### config.mk
export PLATFORM = sky130hd
export DESIGN_NAME = hmu_front
export DESIGN_NICKNAME = d
export VERILOG_FILES = /design/src/rtl/core/hmu_pkg.sv /design/src/rtl/core/hmu_front.sv
export SDC_FILE = /design/constraint.sdc
export NUM_CORES = 1
export LEC_CHECK = 0
export ABC_CLOCK_PERIOD_IN_PS = 7500
export BUFFER_PORTS_ARGS = -buffer_cell sky130_fd_sc_hd__buf_2
export CORE_MARGIN = 1.5
export CORE_UTILIZATION = 50
export CTS_BUF_LIST = sky130_fd_sc_hd__clkbuf_16
export DETAILED_ROUTE_END_ITERATION = 12
export PLACE_DENSITY = 0.82
export SYNTH_ARGS = -nofsm -noshare
export SYNTH_HDL_FRONTEND = slang
export SYNTH_SLANG_ARGS = --single-unit
### constraint.sdc
create_clock -name i_clk -period 7.5 [get_ports i_clk]
set_input_delay 1.5 -clock i_clk [delete_from_list [all_inputs] [get_ports i_clk]]
set_output_delay 1.5 -clock i_clk [all_outputs]
set_load 0.01 [all_outputs]
### src/rtl/core/hmu_pkg.sv
// ============================================================================
// hmu_pkg: shared types and constants
// Holds the request codes, the lattice size, the queue entry type and the exp
// table used by the Metropolis update block.
// ============================================================================
package hmu_pkg;

    localparam logic [1:0] REQ_LOAD   = 2'd0;
    localparam logic [1:0] REQ_UPDATE = 2'd1;
    localparam logic [1:0] REQ_READ   = 2'd2;

    // Lattice edge length; the site addresses are the packed coordinates.
    localparam int EDGE = 64;

    localparam int unsigned LOG2E_Q14 = 23637;

    // One classified item handed from the front part to the back part.
    typedef struct packed {
        logic [1:0]         req;
        logic [17:0]        site;
        logic [17:0]        xp;
        logic [17:0]        xm;
        logic [17:0]        yp;
        logic [17:0]        ym;
        logic [17:0]        zp;
        logic [17:0]        zm;
        logic               occ;
        logic signed [15:0] va;
        logic signed [15:0] vb;
        logic signed [15:0] vc;
        logic [15:0]        rnd;
    } t_cmd;

    // 2^(-k/16) in Q1.16.
    function automatic logic [16:0] pow2_frac(input logic [3:0] k);
        logic [16:0] v;
        case (k)
            4'd0:    v = 17'd65536;
            4'd1:    v = 17'd62757;
            4'd2:    v = 17'd60097;
            4'd3:    v = 17'd57549;
            4'd4:    v = 17'd55109;
            4'd5:    v = 17'd52773;
            4'd6:    v = 17'd50535;
            4'd7:    v = 17'd48393;
            4'd8:    v = 17'd46341;
            4'd9:    v = 17'd44376;
            4'd10:   v = 17'd42495;
            4'd11:   v = 17'd40693;
            4'd12:   v = 17'd38968;
            4'd13:   v = 17'd37316;
            4'd14:   v = 17'd35734;
            default: v = 17'd34219;
        endcase
        return v;
    endfunction

endpackage

### src/rtl/core/hmu_front.sv
// ============================================================================
// hmu_front: input stage and command queue
// Accepts items, wraps coordinates, works out the six neighbour addresses
// and holds classified items in a short queue for the back part.
// ============================================================================
module hmu_front (
    input  logic          i_clk,
    input  logic          i_rst_n,
    input  logic          push,
    output logic          full,
    input  logic [1:0]    i_req_type,
    input  logic [5:0]    i_site_x,
    input  logic [5:0]    i_site_y,
    input  logic [5:0]    i_site_z,
    input  logic          i_occupied_in,
    input  logic signed [15:0] i_vec_a,
    input  logic signed [15:0] i_vec_b,
    input  logic signed [15:0] i_vec_c,
    input  logic [15:0]   i_rand_uniform,
    output logic          o_cmd_valid,
    output hmu_pkg::t_cmd o_cmd,
    input  logic          i_cmd_take
);
    import hmu_pkg::*;

    localparam int CW = $clog2(EDGE);
    localparam int DEPTH = 4;

    logic [CW-1:0] x, y, z;
    t_cmd c;
    t_cmd r_q [DEPTH];
    logic [1:0] r_wp, r_rp;
    logic [2:0] r_cnt;

    function automatic logic [CW-1:0] wrap(input logic [5:0] v);
        logic [6:0] t;
        t = {1'b0, v};
        if (t >= 7'(EDGE)) t = t - 7'(EDGE);
        return t[CW-1:0];
    endfunction

    function automatic logic [CW-1:0] inc(input logic [CW-1:0] v);
        return (v == CW'(EDGE - 1)) ? '0 : v + 1'b1;
    endfunction

    function automatic logic [CW-1:0] dec(input logic [CW-1:0] v);
        return (v == '0) ? CW'(EDGE - 1) : v - 1'b1;
    endfunction

    function automatic logic [17:0] idx(input logic [CW-1:0] a, input logic [CW-1:0] b,
                                        input logic [CW-1:0] d);
        logic [3*CW-1:0] t;
        t = {a, b, d};
        return 18'(t);
    endfunction

    // Classify the item and form all addresses it will need.
    always_comb begin
        x = wrap(i_site_x);
        y = wrap(i_site_y);
        z = wrap(i_site_z);
        c.req  = (i_req_type == 2'd3) ? REQ_READ : i_req_type;
        c.site = idx(x, y, z);
        c.xp   = idx(inc(x), y, z);
        c.xm   = idx(dec(x), y, z);
        c.yp   = idx(x, inc(y), z);
        c.ym   = idx(x, dec(y), z);
        c.zp   = idx(x, y, inc(z));
        c.zm   = idx(x, y, dec(z));
        c.occ  = i_occupied_in;
        c.va   = i_vec_a;
        c.vb   = i_vec_b;
        c.vc   = i_vec_c;
        c.rnd  = i_rand_uniform;
    end

    assign full = (r_cnt == 3'(DEPTH));
    assign o_cmd_valid = (r_cnt != '0);
    assign o_cmd = r_q[r_rp];

    // Command queue.
    always_ff @(posedge i_clk) begin
        if (push && !full) r_q[r_wp] <= c;
        if (!i_rst_n) begin
            r_wp <= '0;
            r_rp <= '0;
            r_cnt <= '0;
        end else begin
            if (push && !full) r_wp <= r_wp + 1'b1;
            if (i_cmd_take && o_cmd_valid) r_rp <= r_rp + 1'b1;
            r_cnt <= r_cnt + 3'(push && !full) - 3'(i_cmd_take && o_cmd_valid);
        end
    end

    a_cnt_bound: assert property (@(posedge i_clk) disable iff (!i_rst_n)
        r_cnt <= 3'(DEPTH)) else $error("queue count overflow");
    a_no_take_empty: assert property (@(posedge i_clk) disable iff (!i_rst_n)
        (r_cnt == '0) |-> !o_cmd_valid) else $error("valid while empty");
    a_full_hold: assert property (@(posedge i_clk) disable iff (!i_rst_n)
        (full && !(i_cmd_take && o_cmd_valid)) |=> full) else $error("full dropped");

endmodule

==> impl_metrics.yaml, run 1 <==
sta:
  fin_crit_sh_pct: 60.13
  tightest_slew_ps: 952.1
  slew_headroom_pct: 36.52
  slew_violations: 0
  timing.final.crit_period_ps: 4510
  fin_skew_ps: 11.69
  grt_setup_unrepaired: "no"
  setup_viol: 0
  fmax_mhz: 221.7
  timing.final.ws_setup_ps: 2990
  setup_tns_ps: 0
  hold_viol_final: 0
critical_path:
  path_max_fanout: 85
  crit_path_top_delay_cell: "dfxtp_4"
  required_ps: 6000
  critPathCaptureType: "primary output"
  slowest_delay_ps: 850
  crit_type: "flip-flop to primary output"
  worstPathArrival_ps: 3010
  crit_path_start_kind: "flip-flop"
  cp_cell_sequence: "buf_12 > mux4_2 > buf_2"
clocking:
  cts_buffers: 49
  cts_setup_buffers: 0
  cts_buffer_depth: 3
  postCtsHoldBufs: 0
  cts_resized: 0
  clock_sinks: 493
  cts_tree: "done"
  cts_root_buf: "clkbuf_16"
  insertion_delay_ps: 570
  path_clk_slew_ps: 50
  cts-htree-levels: 2
power:
  max-vdd-ir-drop_uv: 234.8
  p_leak_nw: 7.567
  p_sw_share_pct: 27.35
  clockPowerShare_pct: 30.9
  p_per_area_nw_per_um2: 344.5
  power.switching_mw: 2.085
  comb_power_share_pct: 23.5
  total_power_mw: 7.623
  internal-power_mw: 5.537
  seqPwrFrac_pct: 45.6
cells_and_area:
  layout-drive-gt1-share_pct: 42.81
  fin_util_pct: 58.74
  most-common-layout-cells: "484 x edfxtp_1, 283 x buf_2, 121 x mux4_2, 51 x clkbuf_16, 34 x inv_1"
  syn_to_final_growth_pct: 15.71
  nNetsFinal: 1203
  final_common_cell: "edfxtp_1"
synth:
  yosysWarningCount: 0
  synth_cell_types: 41
  yosys_most_used_dff: "edfxtp_1"
  synthesis.instances: 864
  synth_area_um2: 19120
  avgSynthCellArea_um2: 22.13
  async_flop_share_pct: 0
  synth-edff-count: 484
  ys_seq_area_share_pct: 76.96
  syn_nets: 968
  ys_ff_latch: 493
global_routing:
  antenna_found_initial: 3
  grt_pass1_wl_mm: 53.15
  grt_max_degree: 86
  grt_usage_pct: 18.20
  overflow: 0
  first_global_vias: 9151
routing:
  first_iter_violations: 419
  drc: 0
  drtAntennaViolNets: 0
  firstDrtPassIters: 5
  wl_per_cell_um: 21.38
  drt_wl_total_mm: 35.34
  vias: 8886
  routed_via_density: 5.376
run_status:
  outcome: "completed"
die:
  start_util_pct: 50.76
  rows: 71
  die_area_um2: 39420
  die_h_um: 198.6
  core-area_um2: 37670
  ios: 284
  die_w_um: 198.6
place:
  routabilityCongestion: 0.7138
  dp_hpwl_mm: 20.89
  port_buffers: 283
  place_worst_setup_slack_ps: 3236
job:
  drv_cap: 0
min_path:
  hp-class: "flip-flop to flip-flop"
-- per-layer routing --
| layer | GRT usage [%] | share of wire [%] | vias up |
|---|---|---|---|
| li1 | - | - | 3952 |
| met1 | 23.42 | 40 | 4586 |
| met2 | 30.99 | 51 | 288 |
| met3 | 3.577 | 6.4 | 58 |
| met4 | 6.622 | 2.5 | 2 |
| met5 | 0 | 0.048 | - |
-- synth_stat cells (all sizes together), types with 2 or more instances --
library cell | count | area [um^2]
edfxtp | 484 | 14530
mux2i | 2 | 20.02
inv | 17 | 63.81
nand2b | 2 | 12.51
xnor2 | 10 | 87.58
mux4 | 121 | 2725
ha | 14 | 175.2
xor2 | 6 | 52.55
or3 | 5 | 36.28
clkbuf | 9 | 33.78
and2 | 7 | 43.79
dfxtp | 9 | 180.2
a21oi | 5 | 25.02
nor3b | 3 | 22.52
o21ai | 8 | 40.04
nor2b | 5 | 31.28
nand2 | 12 | 45.04
o41ai | 4 | 35.03
nand3 | 9 | 45.04
o31ai | 5 | 37.54
nor2 | 10 | 37.54
a31oi | 3 | 18.77
buf | 100 | 700.7
-- flip-flops by register name, indices dropped and copies added, names as in the netlist, named ones only --
| signal | count |
|---|---|
| r_cnt | 3 |
| r_q | 484 |
| r_rp | 2 |
| r_wp | 2 |
-- through the flow --
step | hold slack (ps) | cells | instance area, um^2
floorplan | 467.7 | 864 | 19120
global placement | 488.4 | 1559 | 20550
detailed placement | 494.4 | 1559 | 20550
CTS | 502.2 | 1651 | 22120
global route | 559.4 | 1653 | 22120
finish | 507.5 | 1653 | 22120
-- power groups by stage --
stage	registers [mW]	clock network, mW	logic [mW]
after floorplan	3.48	0	1.40
after detailed placement	3.54	0	1.83
after global routing	3.51	2.51	1.94
after CTS	3.48	2.42	1.84
after global placement	3.52	0	1.80
final	3.48	2.35	1.79
-- worst paths after layout --
check                             from              endpoint  slack [ps]  depth (start not counted)
hold / removal    r_wp[1]$_SDFFE_PN0P_  r_wp[1]$_SDFFE_PN0P_         510                          2
setup / recovery             flip-flop            o_cmd[177]        2990                          3
setup reg to reg   r_cnt[1]$_SDFF_PN0_  r_q[3][61]$_DFFE_PP_        4320                          4
hold reg to reg   r_wp[1]$_SDFFE_PN0P_  r_wp[1]$_SDFFE_PN0P_         510                          2
-- critical path: cells and delay by family (launching register included) --
kind / cells / cell delay, ps
DFF: 1 / 850
muxes: 1 / 650
buffers and inverters: 2 / 700
-- cell families after synthesis --
kind of cell / Yosys count / synth area share, %
flops: 493 / 76.96
buf+inv: 126 / 4.175
fa+ha+maj: 15 / 1.021
simple gates: 57 / 1.564
mux: 123 / 14.36
xor+xnor: 16 / 0.7329
compound gates: 34 / 1.191
-- final cells by class --
type	count	area [um^2]
inverter	17	63.81
sequential	493	14720
clock inverter	41	296.5
clock buffer	51	1276
antenna	2	5.005
tap	511	639.4
timing repair buffer	293	1504
fill	2768	15540
multi-input combinational	245	3617
Note: power is estimated with default switching activity, not from simulation.
==> run 2, diff against run 1 <==
--- a/config.mk
+++ b/config.mk
@@ -5,7 +5,7 @@
 export SDC_FILE = /design/constraint.sdc
 export NUM_CORES = 1
 export LEC_CHECK = 0
-export ABC_CLOCK_PERIOD_IN_PS = 7500
+export ABC_CLOCK_PERIOD_IN_PS = 4600
 export BUFFER_PORTS_ARGS = -buffer_cell sky130_fd_sc_hd__buf_2
 export CORE_MARGIN = 1.5
 export CORE_UTILIZATION = 50
==> constraint.sdc (replaced) <==
create_clock -name i_clk -period 4.6 [get_ports i_clk]
set_input_delay 0.92 -clock i_clk [delete_from_list [all_inputs] [get_ports i_clk]]
set_output_delay 0.92 -clock i_clk [all_outputs]
set_load 0.01 [all_outputs]
==> impl_metrics.yaml, run 2 (same netlist as run 1, synthesis figures left out) <==
global_routing:
  first_global_vias: 9296
  grt_pass1_wl_mm: 53.65
  overflow: 0
  use_met3_pct: 3.255
  grt_use_met1_pct: 24.81
  use_met2_pct: 29.63
  grt.busiest_layer: "met2"
  grt_usage_pct: 18.39
  antenna_found_initial: 4
  grt_max_degree: 51
clocking:
  cts_buffer_depth: 3
  insertion_delay_ps: 570
  cts-htree-levels: 2
  cts_setup_buffers: 0
  path_clk_slew_ps: 60
  cts_tree: "done"
  cts_buffers: 50
  cts_root_buf: "clkbuf_16"
  cts_resized: 0
  postCtsHoldBufs: 0
  clock_sinks: 493
critical_path:
  critPathCaptureType: "primary output"
  path_max_fanout: 48
  worstPathArrival_ps: 2590
  required_ps: 3680
  cp_top_family: "flip-flops"
  crit_type: "flip-flop to primary output"
  crit-reg2reg-launch: "r_cnt[1]$_SDFF_PN0_"
  cp_cell_sequence: "buf_4 > mux4_2 > buf_2"
  regToRegSetupSlack_ps: 2050
  worst-path-buf-inv: 2
  slowest_delay_ps: 860
  crit_path_top_delay_cell: "dfxtp_4"
  r2r-end: "r_q[3][54]$_DFFE_PP_"
  crit_path_start_kind: "flip-flop"
  reg2regPathDepth: 4
power:
  clockPowerShare_pct: 31.9
  max-vdd-ir-drop_uv: 436.8
  power.switching_mw: 3.458
  p_leak_nw: 7.638
  internal-power_mw: 9.239
  p_per_area_nw_per_um2: 568.6
  total_power_mw: 12.70
  seqPwrFrac_pct: 44.5
  comb_power_share_pct: 23.6
  p_sw_share_pct: 27.24
min_path:
  hp-class: "flip-flop to flip-flop"
  hold_depth: 2
  whs_endpoint: "r_wp[0]$_SDFFE_PN0P_"
  hold_start: "r_wp[0]$_SDFFE_PN0P_"
die:
  core-area_um2: 37670
  rows: 71
  ios: 284
  start_util_pct: 50.76
  die_h_um: 198.6
  die_w_um: 198.6
  die_area_um2: 39420
cells_and_area:
  regMostFlops: "r_q"
  largest_reg_flops: 484
  final_common_cell: "edfxtp_1"
  most-common-layout-cells: "484 x edfxtp_1, 283 x buf_2, 121 x mux4_2, 51 x clkbuf_16, 25 x inv_1"
  largestRegisters: "r_q x484, r_cnt x3"
  nNetsFinal: 1211
  syn_to_final_growth_pct: 16.80
  fin_util_pct: 59.29
  layout-drive-gt1-share_pct: 43.80
sta:
  setup_viol: 0
  tightest_slew_ps: 789.9
  slew_violations: 0
  fin_skew_ps: 12.48
  fmax_mhz: 285.2
  timing.final.crit_period_ps: 3506
  setup_tns_ps: 0
  fin_crit_sh_pct: 76.22
  grt_setup_unrepaired: "no"
  hold_viol_final: 0
  slew_headroom_pct: 47.34
routing:
  vias: 9039
  drtAntennaViolNets: 0
  first_iter_violations: 414
  routed_via_density: 5.445
  drc: 0
  wl_per_cell_um: 21.58
  drt_wl_total_mm: 35.83
  firstDrtPassIters: 4
place:
  routabilityCongestion: 0.7249
  dp_hpwl_mm: 22.05
  port_buffers: 283
run_status:
  outcome: "completed"
job:
  drv_cap: 0
[run 2: changes by cell type in the layout (fill, tap and decap cells not counted)]
cell        delta
buf_12         +6
buf_4          +1
bufinv_16      +3
clkinv_1       +1
clkinv_2       +5
clkinv_4       +1
clkinvlp_4     -1
diode_2        +1
inv_1          -9
inv_6          -1
[run 2: layer usage]
metal  routed length [um]  part of all wire, %
met5                    7                0.020
met4                 1174                  3.3
met3                 2025                  5.7
met2                17570                   49
met1                15050                   42
[run 2: how the worst max path moves through the flow]
stage / slack (ps) / to / cells after the start
after floorplan: 20 / r_q[2][0]$_DFFE_PP_ / 3
after global placement: 1590 / r_q[2][34]$_DFFE_PP_ / 4
after detailed placement: 1550 / r_q[3][33]$_DFFE_PP_ / 4
after CTS: 1010 / o_cmd[115] / 3
after global routing: 950 / o_cmd[123] / 3
final: 1090 / o_cmd[97] / 3
[run 2: area by class of cell]
class                           instances  area (um^2)
Fill cell                            2729        15330
Clock inverter                         40        374.1
Tap cell                              511        639.4
Inverter                               17        63.81
Clock buffer                           51         1276
Sequential cell                       493        14720
Timing Repair Buffer                  300         1632
Multi-Input combinational cell        245         3617
Antenna cell                            3        7.507
[run 2: per-stage QoR]
stage / instances / instance area (um^2) / setup slack, ps / hold slack (ps)
after global placement: 1566 / 20670 / 1594 / 486.0
after detailed placement: 1566 / 20670 / 1554 / 499.9
after CTS: 1657 / 22320 / 1013 / 509.1
after global routing: 1660 / 22330 / 954.1 / 522.1
after floorplan: 864 / 19120 / 22.53 / 467.7
final: 1660 / 22330 / 1094 / 507.3
[run 2: power groups by stage]
stage          registers [mW]  logic, mW  clock network [mW]
3_3_place_gp             5.72       3.04                   0
4_1_cts                  5.66       3.08                4.14
6_report                 5.65       3.00                4.05
3_5_place_dp             5.75       3.07                   0
2_1_floorplan            5.67       2.27                   0
5_1_grt                  5.69       3.24                4.29
[run 2: worst min-delay path, stage by stage (launching register included)]
cell     delay, ps
dfxtp_1        340
nand2_1         70
mux2i_1         50
==> run 3, diff against run 2 <==
--- a/config.mk
+++ b/config.mk
@@ -5,13 +5,13 @@
 export SDC_FILE = /design/constraint.sdc
 export NUM_CORES = 1
 export LEC_CHECK = 0
-export ABC_CLOCK_PERIOD_IN_PS = 4600
+export ABC_CLOCK_PERIOD_IN_PS = 3000
 export BUFFER_PORTS_ARGS = -buffer_cell sky130_fd_sc_hd__buf_2
 export CORE_MARGIN = 1.5
 export CORE_UTILIZATION = 50
 export CTS_BUF_LIST = sky130_fd_sc_hd__clkbuf_16
 export DETAILED_ROUTE_END_ITERATION = 12
-export PLACE_DENSITY = 0.82
+export PLACE_DENSITY = 0.85
 export SYNTH_ARGS = -nofsm -noshare
 export SYNTH_HDL_FRONTEND = slang
 export SYNTH_SLANG_ARGS = --single-unit
==> constraint.sdc (replaced) <==
create_clock -name i_clk -period 3 [get_ports i_clk]
set_input_delay 0.6 -clock i_clk [delete_from_list [all_inputs] [get_ports i_clk]]
set_output_delay 0.6 -clock i_clk [all_outputs]
set_load 0.01 [all_outputs]
==> impl_metrics.yaml, run 3 (same netlist as run 1, synthesis figures left out) <==
critical_path:
  worstPathArrival_ps: 2240
  crit_type: "flip-flop to primary output"
  crit_path_top_delay_cell: "mux4_2"
  slowest_delay_ps: 610
  worst-path-buf-inv: 2
  crit_path_start_kind: "flip-flop"
  cp_top_family: "multiplexers"
  required_ps: 2400
  path_max_fanout: 34
  cp_cell_sequence: "buf_12 > mux4_2 > buf_2"
  critPathCaptureType: "primary output"
global_routing:
  grt_usage_pct: 18.50
  antenna_found_initial: 2
  grt_max_degree: 74
  grt_pass1_wl_mm: 54.36
  overflow: 0
  first_global_vias: 9457
routing:
  first_iter_violations: 478
  firstDrtPassIters: 5
  vias: 9115
  drc: 0
  drtAntennaViolNets: 0
  wl_per_cell_um: 21.75
  routed_via_density: 5.478
  drt_wl_total_mm: 36.20
sta:
  hold_viol_final: 0
  setup_tns_ps: 0
  setup_viol: 0
  fin_skew_ps: 12.75
  grt_setup_unrepaired: "no"
  slew_violations: 0
  fmax_mhz: 351.7
  fin_crit_sh_pct: 94.78
  tightest_slew_ps: 760.0
  timing.final.crit_period_ps: 2843
  slew_headroom_pct: 48.67
clocking:
  insertion_delay_ps: 590
  cts-htree-levels: 2
  cts_root_buf: "clkbuf_16"
  clock_sinks: 493
  cts_resized: 0
  cts_buffers: 51
  cts_tree: "done"
  cts_setup_buffers: 0
  cts_buffer_depth: 3
  postCtsHoldBufs: 0
  path_clk_slew_ps: 60
job:
  drv_cap: 0
die:
  rows: 71
  die_area_um2: 39420
  core-area_um2: 37670
  die_w_um: 198.6
  die_h_um: 198.6
  ios: 284
  start_util_pct: 50.76
cells_and_area:
  final_common_cell: "edfxtp_1"
  most-common-layout-cells: "484 x edfxtp_1, 283 x buf_2, 121 x mux4_2, 51 x clkbuf_16, 25 x inv_1"
  fin_util_pct: 59.50
  multiInputGateArea_um2: 3617
  regMostFlops: "r_q"
  regArea_um2: 14720
  syn_to_final_growth_pct: 17.22
  largest_reg_flops: 484
  nNetsFinal: 1215
  layout-drive-gt1-share_pct: 43.58
  largestRegisters: "r_q x484, r_cnt x3"
  instances_no_fill: 1664
  num-fill-cells: 2720
power:
  max-vdd-ir-drop_uv: 641.1
  p_per_area_nw_per_um2: 866.9
  p_leak_nw: 7.660
min_path:
  hp-class: "input port to flip-flop"
place:
  routabilityCongestion: 0.7018
  dpl.cell_count: 1569
  dp_hpwl_mm: 22.01
  port_buffers: 283
run_status:
  outcome: "completed"
-- run 3: cell count changes in the layout (fill, tap and decap cells not counted), sizes merged --
| cell | previous run | this run |
|---|---|---|
| buf | 300 | 303 |
| diode | 3 | 1 |
| bufinv | 7 | 5 |
| clkinv | 21 | 26 |
-- run 3: power breakdown --
part	leakage, nW	internal, mW	switching [mW]
combinational	2.32	2.17	2.59
clock	0.829	3.54	2.56
sequential	4.51	8.37	0.209
total	7.66	14.1	5.36
-- run 3: metal layers --
| metal | global-route usage [%] | wire length, um | up-vias |
|---|---|---|---|
| li1 | - | - | 3981 |
| met1 | 24.76 | 14760 | 4718 |
| met2 | 29.77 | 17830 | 335 |
| met3 | 3.815 | 2403 | 79 |
| met4 | 7.884 | 1196 | 2 |
| met5 | 0 | 10 | - |
-- run 3: metrics by stage --
step | worst slack, ps | instance area [um^2] | hold slack [ps] | total power [mW]
after floorplan | 83.46 | 19120 | 467.7 | 12.14
after global placement | 621.1 | 20770 | 479.7 | 13.42
after detailed placement | 543.8 | 20770 | 492.4 | 13.57
after CTS | 97.12 | 22410 | 181.7 | 19.70
after global routing | 39.61 | 22410 | 199.9 | 20.26
final | 156.7 | 22410 | 229.8 | 19.43
-- run 3: worst paths after layout --
check	startpoint	to	slack, ps	depth (start not counted)
worst max-delay path	flip-flop	o_cmd[73]	160	3
worst min-delay path	i_vec_b[15]	r_q[3][47]$_DFFE_PP_	230	1
worst max register to register	r_cnt[2]$_SDFF_PN0_	r_cnt[2]$_SDFF_PN0_	690	12
worst min register to register	r_wp[1]$_SDFFE_PN0P_	r_wp[1]$_SDFFE_PN0P_	500	2
-- run 3: cell type report --
type / count / share of cell area (%)
Timing Repair Buffer: 303 / 7.716
Multi-Input combinational cell: 245 / 16.14
Tap cell: 511 / 2.853
Clock buffer: 51 / 5.694
Antenna cell: 1 / 0.01117
Sequential cell: 493 / 65.69
Inverter: 17 / 0.2847
Clock inverter: 43 / 1.613
